**src/rtl/core/fpl_pkg.sv**
```systemverilog
`timescale 1ns / 1ps
// Shared types and constants for the frame pacing limiter.
// No dependencies; every other file of the block refers to this package.
package fpl_pkg;

    localparam int WINDOW_DEF = 32;

    localparam int TICK_W  = 32;
    localparam int FT_W    = 32;
    localparam int RATE_W  = 23;
    localparam int SLEEP_W = 10;
    localparam int LIMIT_W = 10;

    localparam int S_TDATA_W = 32;
    localparam int M_TDATA_W = 72;

    localparam int CFG_IDX_W  = 2;
    localparam int CFG_DATA_W = 10;

    localparam int SCALE_W    = 18;
    localparam int RATE_SCALE = 256000;
    localparam int SLEEP_NUM  = 1000;

    localparam logic [RATE_W-1:0] RATE_MAX  = 23'h7FFFFF;
    localparam logic [RATE_W-1:0] IDLE_RATE = 23'(999 * 256);

    typedef enum logic [CFG_IDX_W-1:0] {
        CFG_MAX_FPS        = 2'd0,
        CFG_LIMITER_ENABLE = 2'd1,
        CFG_CALC_MODE      = 2'd2
    } cfg_reg_t;

    typedef enum logic [2:0] {
        ST_IDLE,
        ST_RD_PREV,
        ST_RD_OLD,
        ST_RATE_LOAD,
        ST_RATE_DIV,
        ST_BASE_LOAD,
        ST_BASE_DIV,
        ST_COMP_DONE
    } fpl_state_t;

endpackage

```
**src/rtl/core/fpl_stamp_ring.sv**
```systemverilog
`timescale 1ns / 1ps
// Timestamp ring memory: one write port and one registered read port.
// Depends on fpl_pkg for the timestamp width.
module fpl_stamp_ring #(
    parameter int DEPTH  = fpl_pkg::WINDOW_DEF + 1,
    parameter int ADDR_W = $clog2(fpl_pkg::WINDOW_DEF + 1)
) (
    input  logic                       aclk,
    input  logic                       wr_en,
    input  logic [ADDR_W-1:0]          wr_addr,
    input  logic [fpl_pkg::TICK_W-1:0] wr_data,
    input  logic [ADDR_W-1:0]          rd_addr,
    output logic [fpl_pkg::TICK_W-1:0] rd_data
);

    logic [fpl_pkg::TICK_W-1:0] mem [DEPTH];
    logic [fpl_pkg::TICK_W-1:0] rd_data_reg;

    always_ff @(posedge aclk) begin
        if (wr_en) begin
            mem[wr_addr] <= wr_data;
        end
        rd_data_reg <= mem[rd_addr];
    end

    assign rd_data = rd_data_reg;

endmodule

```
**src/rtl/core/fpl_serial_div.sv**
```systemverilog
`timescale 1ns / 1ps
// Bit-serial restoring divider, one quotient bit per cycle, shared by the
// rate and sleep calculations. Depends on fpl_pkg for the divisor width.
module fpl_serial_div #(
    parameter int DIV_W = 24
) (
    input  logic                       aclk,
    input  logic                       aresetn,
    input  logic                       start,
    input  logic [DIV_W-1:0]           dividend,
    input  logic [fpl_pkg::TICK_W-1:0] divisor,
    output logic                       done,
    output logic [DIV_W-1:0]           quotient
);

    localparam int CNT_W = (DIV_W > 1) ? $clog2(DIV_W) : 1;

    logic                       busy_reg, busy_next;
    logic                       done_reg, done_next;
    logic [CNT_W-1:0]           cnt_reg, cnt_next;
    logic [fpl_pkg::TICK_W-1:0] rem_reg, rem_next;
    logic [fpl_pkg::TICK_W-1:0] dvs_reg, dvs_next;
    logic [DIV_W-1:0]           quo_reg, quo_next;
    logic [fpl_pkg::TICK_W:0]   trial;
    logic [fpl_pkg::TICK_W:0]   diff;

    always_comb begin
        trial     = {rem_reg, quo_reg[DIV_W-1]};
        diff      = trial - {1'b0, dvs_reg};
        busy_next = busy_reg;
        done_next = 1'b0;
        cnt_next  = cnt_reg;
        rem_next  = rem_reg;
        dvs_next  = dvs_reg;
        quo_next  = quo_reg;
        if (start) begin
            busy_next = 1'b1;
            cnt_next  = '0;
            rem_next  = '0;
            dvs_next  = divisor;
            quo_next  = dividend;
        end else if (busy_reg) begin
            if (!diff[fpl_pkg::TICK_W]) begin
                rem_next = diff[fpl_pkg::TICK_W-1:0];
                quo_next = {quo_reg[DIV_W-2:0], 1'b1};
            end else begin
                rem_next = trial[fpl_pkg::TICK_W-1:0];
                quo_next = {quo_reg[DIV_W-2:0], 1'b0};
            end
            cnt_next = cnt_reg + 1'b1;
            if (cnt_reg == CNT_W'(DIV_W - 1)) begin
                busy_next = 1'b0;
                done_next = 1'b1;
            end
        end
    end

    always_ff @(posedge aclk) begin
        if (!aresetn) begin
            busy_reg <= 1'b0;
            done_reg <= 1'b0;
            cnt_reg  <= '0;
        end else begin
            busy_reg <= busy_next;
            done_reg <= done_next;
            cnt_reg  <= cnt_next;
        end
    end

    always_ff @(posedge aclk) begin
        rem_reg <= rem_next;
        dvs_reg <= dvs_next;
        quo_reg <= quo_next;
    end

    assign done     = done_reg;
    assign quotient = quo_reg;

endmodule

```
**src/rtl/core/frame_pacing_limiter.sv**
```systemverilog
`timescale 1ns / 1ps
// Frame pacing limiter: an accepted frame reads its previous and oldest stamps, runs a rate
// division and, with a limit latched, a base sleep division on the shared bit-serial divider
// (one bit a cycle, DIV_W = $clog2(WINDOW+1)+18), then registers its result; no new frame is
// taken before that. With the limiter disabled a frame goes from idle to the result state.
// Synchronous active-low reset clears the control state and config; data registers are not.
module frame_pacing_limiter #(
    parameter int WINDOW = fpl_pkg::WINDOW_DEF
) (
    input  logic                           aclk,
    input  logic                           aresetn,
    input  logic                           s_tvalid,
    output logic                           s_tready,
    input  logic [fpl_pkg::S_TDATA_W-1:0]  s_tdata,   // [31:0] tick_ms
    input  logic                           s_tuser,   // [0] foreground
    output logic                           m_tvalid,
    input  logic                           m_tready,
    output logic [fpl_pkg::M_TDATA_W-1:0]  m_tdata,   // [31:0] frame_time_ms,
                                                      // [54:32] fps_q8,
                                                      // [64:55] sleep_ms, [71:65] zero
    output logic                           m_tuser,   // [0] window_restart
    input  logic                           cfg_wr_en,
    input  logic [fpl_pkg::CFG_IDX_W-1:0]  cfg_index,
    input  logic [fpl_pkg::CFG_DATA_W-1:0] cfg_data
);

    localparam int SLOT_W  = $clog2(WINDOW + 1);
    localparam int DEPTH   = WINDOW + 1;
    localparam int DIV_W   = SLOT_W + fpl_pkg::SCALE_W;
    localparam int Q_EXT_W = (DIV_W > fpl_pkg::RATE_W) ? DIV_W : fpl_pkg::RATE_W;
    localparam logic [SLOT_W-1:0] WIN_LAST = SLOT_W'(WINDOW);
    localparam logic [DIV_W-1:0]  SCALE    = DIV_W'(fpl_pkg::RATE_SCALE);
    localparam logic [DIV_W-1:0]  SLEEP_DV = DIV_W'(fpl_pkg::SLEEP_NUM);
    localparam int PAD_W = fpl_pkg::M_TDATA_W - fpl_pkg::FT_W - fpl_pkg::RATE_W
                           - fpl_pkg::SLEEP_W;

    fpl_pkg::fpl_state_t state_reg, state_next;

    logic [fpl_pkg::LIMIT_W-1:0] max_fps_reg;
    logic                        limiter_enable_reg;
    logic                        calc_mode_reg;

    logic [SLOT_W-1:0]           write_slot_reg;
    logic                        ring_full_reg;
    logic [fpl_pkg::LIMIT_W-1:0] latched_limit_reg;
    logic [fpl_pkg::SLEEP_W-1:0] prior_sleep_reg;
    logic [fpl_pkg::FT_W-1:0]    held_ft_reg;
    logic [fpl_pkg::RATE_W-1:0]  held_rate_reg;

    logic [fpl_pkg::TICK_W-1:0]  now_reg;
    logic                        elapsed_zero_reg;
    logic [fpl_pkg::SLEEP_W-1:0] base_reg;
    logic [fpl_pkg::SLEEP_W-1:0] res_sleep_reg;
    logic                        res_restart_reg;

    logic                        m_valid_reg;
    logic [fpl_pkg::M_TDATA_W-1:0] m_data_reg;
    logic                        m_user_reg;

    logic                        in_accept;
    logic                        out_free;
    logic                        first_empty;

    logic                        ring_wr_pending;
    logic                        ring_wr_en;
    logic [SLOT_W-1:0]           ring_wr_addr;
    logic [SLOT_W-1:0]           ring_rd_addr;
    logic [fpl_pkg::TICK_W-1:0]  ring_rd_data;

    logic                        div_start;
    logic [DIV_W-1:0]            div_dividend;
    logic [fpl_pkg::TICK_W-1:0]  div_divisor;
    logic                        div_done;
    logic [DIV_W-1:0]            div_quotient;

    logic [SLOT_W-1:0]           frames;
    logic [fpl_pkg::TICK_W-1:0]  stamp_diff;
    logic [Q_EXT_W-1:0]          q_ext;
    logic [fpl_pkg::RATE_W-1:0]  rate_sat;
    logic [fpl_pkg::TICK_W-1:0]  comp_w;
    logic [fpl_pkg::TICK_W-1:0]  comp_cap;
    logic [fpl_pkg::SLEEP_W-1:0] sleep_val;
    logic                        restart_val;

    assign in_accept   = s_tvalid && s_tready;
    assign out_free    = !m_valid_reg || m_tready;
    assign first_empty = !ring_full_reg && (write_slot_reg == '0);
    assign frames      = ring_full_reg ? WIN_LAST : write_slot_reg;
    assign stamp_diff  = now_reg - ring_rd_data;
    assign q_ext       = Q_EXT_W'(div_quotient);
    assign rate_sat    = (q_ext > Q_EXT_W'(fpl_pkg::RATE_MAX)) ? fpl_pkg::RATE_MAX
                                                               : q_ext[fpl_pkg::RATE_W-1:0];

    always_comb begin
        state_next = state_reg;
        case (state_reg)
            fpl_pkg::ST_IDLE: begin
                if (in_accept) begin
                    state_next = limiter_enable_reg ? fpl_pkg::ST_RD_PREV
                                                    : fpl_pkg::ST_COMP_DONE;
                end
            end
            fpl_pkg::ST_RD_PREV:   state_next = fpl_pkg::ST_RD_OLD;
            fpl_pkg::ST_RD_OLD:    state_next = fpl_pkg::ST_RATE_LOAD;
            fpl_pkg::ST_RATE_LOAD: state_next = fpl_pkg::ST_RATE_DIV;
            fpl_pkg::ST_RATE_DIV: begin
                if (div_done) begin
                    state_next = (latched_limit_reg != '0) ? fpl_pkg::ST_BASE_LOAD
                                                           : fpl_pkg::ST_COMP_DONE;
                end
            end
            fpl_pkg::ST_BASE_LOAD: state_next = fpl_pkg::ST_BASE_DIV;
            fpl_pkg::ST_BASE_DIV: begin
                if (div_done) begin
                    state_next = fpl_pkg::ST_COMP_DONE;
                end
            end
            fpl_pkg::ST_COMP_DONE: begin
                if (out_free) begin
                    state_next = fpl_pkg::ST_IDLE;
                end
            end
            default: state_next = fpl_pkg::ST_IDLE;
        endcase
    end

    always_comb begin
        s_tready     = 1'b0;
        ring_rd_addr = '0;
        div_start    = 1'b0;
        div_dividend = DIV_W'(frames) * SCALE;
        div_divisor  = stamp_diff;
        case (state_reg)
            fpl_pkg::ST_IDLE: begin
                s_tready = 1'b1;
            end
            fpl_pkg::ST_RD_PREV: begin
                ring_rd_addr = (write_slot_reg == '0) ? WIN_LAST : write_slot_reg - 1'b1;
            end
            fpl_pkg::ST_RD_OLD: begin
                if (ring_full_reg) begin
                    ring_rd_addr = (write_slot_reg == WIN_LAST) ? '0 : write_slot_reg + 1'b1;
                end
            end
            fpl_pkg::ST_RATE_LOAD: begin
                div_start = 1'b1;
            end
            fpl_pkg::ST_BASE_LOAD: begin
                div_start    = 1'b1;
                div_dividend = SLEEP_DV;
                div_divisor  = fpl_pkg::TICK_W'(latched_limit_reg);
            end
            default: begin
                s_tready = 1'b0;
            end
        endcase
    end

    always_comb begin
        comp_w      = fpl_pkg::TICK_W'(base_reg)
                      - (held_ft_reg - fpl_pkg::TICK_W'(prior_sleep_reg));
        comp_cap    = ($signed(comp_w) > $signed(fpl_pkg::TICK_W'(base_reg)))
                      ? fpl_pkg::TICK_W'(base_reg) : comp_w;
        sleep_val   = '0;
        restart_val = 1'b0;
        if (latched_limit_reg != '0) begin
            if (!calc_mode_reg) begin
                sleep_val = base_reg;
            end else if ($signed(comp_cap) < $signed(fpl_pkg::TICK_W'(1))) begin
                restart_val = 1'b1;
            end else begin
                sleep_val = comp_cap[fpl_pkg::SLEEP_W-1:0];
            end
        end
    end

    // The ring takes the new stamp once per enabled frame, at entry 0 on a restart.
    assign ring_wr_en   = (state_reg == fpl_pkg::ST_COMP_DONE) && ring_wr_pending;
    assign ring_wr_addr = restart_val ? '0 : write_slot_reg;

    always_ff @(posedge aclk) begin
        if (!aresetn) begin
            ring_wr_pending <= 1'b0;
        end else if (state_reg == fpl_pkg::ST_COMP_DONE) begin
            ring_wr_pending <= 1'b0;
        end else if (state_next == fpl_pkg::ST_COMP_DONE && state_reg != fpl_pkg::ST_IDLE) begin
            ring_wr_pending <= 1'b1;
        end
    end

    always_ff @(posedge aclk) begin
        if (!aresetn) begin
            state_reg          <= fpl_pkg::ST_IDLE;
            max_fps_reg        <= '0;
            limiter_enable_reg <= 1'b0;
            calc_mode_reg      <= 1'b1;
            write_slot_reg     <= '0;
            ring_full_reg      <= 1'b0;
            latched_limit_reg  <= '0;
            prior_sleep_reg    <= '0;
            held_ft_reg        <= '0;
            held_rate_reg      <= '0;
            m_valid_reg        <= 1'b0;
        end else begin
            state_reg <= state_next;
            if (cfg_wr_en) begin
                case (cfg_index)
                    fpl_pkg::CFG_MAX_FPS:        max_fps_reg        <= cfg_data;
                    fpl_pkg::CFG_LIMITER_ENABLE: limiter_enable_reg <= cfg_data[0];
                    fpl_pkg::CFG_CALC_MODE:      calc_mode_reg      <= cfg_data[0];
                    default: ;
                endcase
            end
            if (in_accept && limiter_enable_reg && s_tuser) begin
                latched_limit_reg <= max_fps_reg;
            end
            if (state_reg == fpl_pkg::ST_RD_OLD) begin
                held_ft_reg <= first_empty ? '0 : stamp_diff;
            end
            if (state_reg == fpl_pkg::ST_RATE_DIV && div_done) begin
                held_rate_reg <= elapsed_zero_reg ? fpl_pkg::IDLE_RATE : rate_sat;
            end
            if (ring_wr_en) begin
                if (restart_val) begin
                    write_slot_reg <= SLOT_W'(1);
                    ring_full_reg  <= 1'b0;
                end else if (write_slot_reg == WIN_LAST) begin
                    write_slot_reg <= '0;
                    ring_full_reg  <= 1'b1;
                end else begin
                    write_slot_reg <= write_slot_reg + 1'b1;
                end
                if (latched_limit_reg != '0) begin
                    prior_sleep_reg <= sleep_val;
                end
            end
            if (state_reg == fpl_pkg::ST_COMP_DONE && out_free) begin
                m_valid_reg <= 1'b1;
            end else if (m_tready) begin
                m_valid_reg <= 1'b0;
            end
        end
    end

    always_ff @(posedge aclk) begin
        if (in_accept) begin
            now_reg         <= s_tdata[fpl_pkg::TICK_W-1:0];
            res_sleep_reg   <= '0;
            res_restart_reg <= 1'b0;
        end
        if (state_reg == fpl_pkg::ST_RATE_LOAD) begin
            elapsed_zero_reg <= first_empty || (stamp_diff == '0);
        end
        if (state_reg == fpl_pkg::ST_BASE_DIV && div_done) begin
            base_reg <= div_quotient[fpl_pkg::SLEEP_W-1:0];
        end
        if (ring_wr_en) begin
            res_sleep_reg   <= sleep_val;
            res_restart_reg <= restart_val;
        end
        if (state_reg == fpl_pkg::ST_COMP_DONE && out_free) begin
            if (ring_wr_en) begin
                m_data_reg <= {PAD_W'(0), sleep_val, held_rate_reg, held_ft_reg};
                m_user_reg <= restart_val;
            end else begin
                m_data_reg <= {PAD_W'(0), res_sleep_reg, held_rate_reg, held_ft_reg};
                m_user_reg <= res_restart_reg;
            end
        end
    end

    fpl_stamp_ring #(
        .DEPTH  (DEPTH),
        .ADDR_W (SLOT_W)
    ) u_ring (
        .aclk    (aclk),
        .wr_en   (ring_wr_en),
        .wr_addr (ring_wr_addr),
        .wr_data (now_reg),
        .rd_addr (ring_rd_addr),
        .rd_data (ring_rd_data)
    );

    fpl_serial_div #(
        .DIV_W (DIV_W)
    ) u_div (
        .aclk     (aclk),
        .aresetn  (aresetn),
        .start    (div_start),
        .dividend (div_dividend),
        .divisor  (div_divisor),
        .done     (div_done),
        .quotient (div_quotient)
    );

    assign m_tvalid = m_valid_reg;
    assign m_tdata  = m_data_reg;
    assign m_tuser  = m_user_reg;

endmodule

```
**config.mk**
```make
export PLATFORM = sky130hd
export DESIGN_NAME = frame_pacing_limiter
export DESIGN_NICKNAME = d
export VERILOG_FILES = /design/src/rtl/core/fpl_pkg.sv /design/src/rtl/core/fpl_stamp_ring.sv /design/src/rtl/core/fpl_serial_div.sv /design/src/rtl/core/frame_pacing_limiter.sv
export SDC_FILE = /design/constraint.sdc
export NUM_CORES = 2
export LEC_CHECK = 0
export ABC_CLOCK_PERIOD_IN_PS = 9300
export BUFFER_PORTS_ARGS = -buffer_cell sky130_fd_sc_hd__buf_2
export CAP_MARGIN = 20
export CORE_UTILIZATION = 55
export DETAILED_ROUTE_END_ITERATION = 10
export GPL_ROUTABILITY_DRIVEN = 0
export PLACE_DENSITY_LB_ADDON = 0.2
export SYNTH_ARGS = -nofsm -noshare
export SYNTH_HDL_FRONTEND = slang
export SYNTH_SLANG_ARGS = --single-unit
```
**constraint.sdc**
```tcl
create_clock -name aclk -period 9.3 [get_ports aclk]
set_input_delay 2.325 -clock aclk [delete_from_list [all_inputs] [get_ports aclk]]
set_output_delay 2.325 -clock aclk [all_outputs]
set_load 0.02 [all_outputs]
```
==> metrics.cfg <==
[outcome]
status = completed

[logic_synthesis]
yosys.cell_types.count = 89
yosysSeqAreaShare = 0.667
avgSynthCellArea_sq_um = 12.6
yosys.area_share.adder = 0.0314
synth-simple-area-share = 0.112
yosys_warnings = 0
ys_async_sr_fraction = 0
muxShareOfSynthArea = 0.00969
synth_edf_count = 1232
synth_seq_cells = 1402
synth_ff_type = edfxtp_1
netlist_instances = 4821
synth-compound-area-share = 0.139
syn_area_sq_um = 60500
synth_top_family_by_area = compound AO/OA/AOI/OAI gates
synth_xor_area_frac = 0.00998

[min_path]
min_to = m_tdata[40]
hold-path-cell-count = 0
hold_class = flip-flop to flip-flop
min_from = held_rate_reg[8]

[global_routing]
grt_pass1_vias = 37500
grt_pass1_wl_um = 228000
track_usage = 0.268
antenna_found_initial = 6
grt_max_degree = 172
overflow = 0

[critical_path]
r2r_setup_slack_ns = 2.51
rr_endpoint = u_ring.mem[9][8]
critPathKind = flip-flop to flip-flop
cp.required_ns = 9.69
worstPathMaxFanout = 26
rr_startpoint = prior_sleep_reg[4]
startpoint_type = flip-flop
cp_data_arrival_time_ns = 7.18
endpoint_kind = flip-flop
reg2reg_depth = 21

[sta]
finalSetupViolations = 0
rsz0062_at_grt = false
drv_slew = 0
fin_crit_sh = 0.730
finalHoldViolations = 0
slew_headroom = 0.254
period_minus_slack_ns = 6.79
max_freq_mhz = 147
setup_tns_ns = 0
setup_slack_ns = 2.51
tightest_slew_ns = 1.11
fin_skew_ns = 0.0258

[routing]
via_per_inst = 6.17
firstDrtPassIters = 8
drc = 0
postRouteAntennaNets = 0
vias = 39600
drtIter0Drc = 4369
wire_per_inst_um = 23.5
wirelength_um = 151000

[cts]
clkTransAtPathRegs_ns = 0.06
cts_buffers = 141
holdBufCountCts = 0
clk_path_buf_depth = 3
cts_resized = 0
cts_setup_buffers = 0
cts_tree = yes
cts-root-buf = clkbuf_16
cts.sinks = 1402
clk-insertion-delay-late_ns = 0.74
cts_max_level = 4

[power]
p_leak_nw = 23.5
irDropWorstVdd_uv = 192
finalPower_w = 0.0155
powerDensity_nw_per_um2 = 230

[finish]
fillCellCount = 8315
layout_commonest_cell = edfxtp_1
top_register = u_ring.mem
fin_nets = 5067
area_growth_syn_to_layout_pct = 11.2
antennaDiodeCount = 0
drive_gt1_frac = 0.101
final_cell_mix = edfxtp_1, nand2_1, a211oi_1
largest_register_ffs = 1056

[placed_design]
dp_slack_ns = 2.48
port_buffers = 117
dp_hpwl_um = 90900

[floorplanning]
io_pins = 125
die_area_sq_um = 111000
core-area_sq_um = 109000
start_util = 0.555
rows = 121
die_height_um = 334
die_x_um = 334

[run]
cap_violations = 0

## routing by layer
layer	global-route usage	wire, um	vias up
li1	-	-	18200
met1	0.370	63000	19500
met2	0.430	71500	1628
met3	0.0491	11900	284
met4	0.0894	4440	6
met5	0	34	-
## worst max-delay path by stage
stage	slack [ns]	from	cells after the start	to
2_1_floorplan	2.36	prior_sleep_reg[4]	20	u_ring.mem[1][0]
5_1_grt	2.15	base_reg[0]	22	u_ring.mem[9][30]
6_report	2.51	prior_sleep_reg[4]	21	u_ring.mem[9][8]
3_3_place_gp	2.58	base_reg[4]	21	u_ring.mem[29][21]
3_5_place_dp	2.48	prior_sleep_reg[4]	21	u_ring.mem[29][21]
4_1_cts	2.45	base_reg[1]	19	u_ring.mem[29][23]
## layout make-up
| class | count | area [sq um] | share of cell area |
|---|---|---|---|
| inverter | 169 | 634 | 0.00942 |
| sequential | 1402 | 40400 | 0.600 |
| timing repair buffer | 221 | 1500 | 0.0222 |
| tap | 1414 | 1770 | 0.0263 |
| clock buffer | 193 | 3900 | 0.0579 |
| multi-input combinational | 2945 | 18600 | 0.276 |
| clock inverter | 67 | 582 | 0.00864 |
## where the power goes
group | switching (W) | total, W | internal [W]
sequential | 0.000153 | 0.00748 | 0.00733
combinational | 0.00166 | 0.00253 | 0.000868
clock | 0.00237 | 0.00549 | 0.00313
total | 0.00418 | 0.0155 | 0.0113
## kinds of logic after synthesis
group,Yosys count
multiplexers,58
adder cells (fa/ha/maj),137
XOR/XNOR,69
AO/OA/AOI/OAI,1230
other,1
flip-flops,1402
buffers and inverters,480
AND/OR/NAND/NOR,1444
## worst max-delay path: stages (launching register included)
cell,delay (ns)
dfxtp_1,0.34
inv_1,0.07
fa_1,0.53
inv_1,0.04
ha_1,0.36
a211o_1,0.32
a31oi_1,0.37
o21ai_0,0.19
xor2_1,0.31
ha_1,0.30
and3_1,0.19
a211oi_1,0.22
o21ai_0,0.12
o21ai_0,0.41
inv_1,0.10
a2111oi_2,0.22
a21oi_1,0.23
mux2i_2,0.34
o311ai_4,0.12
buf_4,0.31
nor3_2,0.80
buf_4,0.49
## per-stage QoR
| step | hold slack [ns] | cell area, sq um | cells | util |
|---|---|---|---|---|
| 2_1_floorplan | 0.403 | 60600 | 4827 | - |
| 3_3_place_gp | 0.418 | 62800 | 6149 | 0.576 |
| 3_5_place_dp | 0.427 | 62900 | 6150 | 0.577 |
| 4_1_cts | 0.441 | 67300 | 6410 | 0.618 |
| 5_1_grt | 0.456 | 67400 | 6411 | 0.618 |
| 6_report | 0.440 | 67400 | 6411 | 0.618 |
## Yosys cell counts (all sizes together), types with 7 or more instances
master,number,area share
edfxtp,1232,0.61
nand2,632,0.039
a211oi,375,0.047
a21oi,291,0.024
and2,287,0.030
clkbuf,265,0.016
nor2,254,0.016
dfxtp,170,0.056
inv,167,0.010
a31oi,137,0.014
a311oi,130,0.019
ha,112,0.023
o21ai,104,0.0087
nor3,86,0.0074
mux2i,56,0.0093
buf,46,0.0040
nand3,42,0.0035
xnor2,42,0.0061
a21o,37,0.0046
xor2,27,0.0039
fa,25,0.0083
and3,23,0.0024
a22oi,20,0.0025
nand2b,20,0.0021
nor2b,17,0.0018
o21a,17,0.0021
nand4,16,0.0017
nor4,15,0.0018
o211ai,13,0.0016
or3,12,0.0013
a22o,11,0.0016
or2,11,0.0011
o21bai,10,0.0012
o22ai,8,0.00083
nand3b,7,0.00087
No activity file was read; power rests on OpenSTA's default activity.
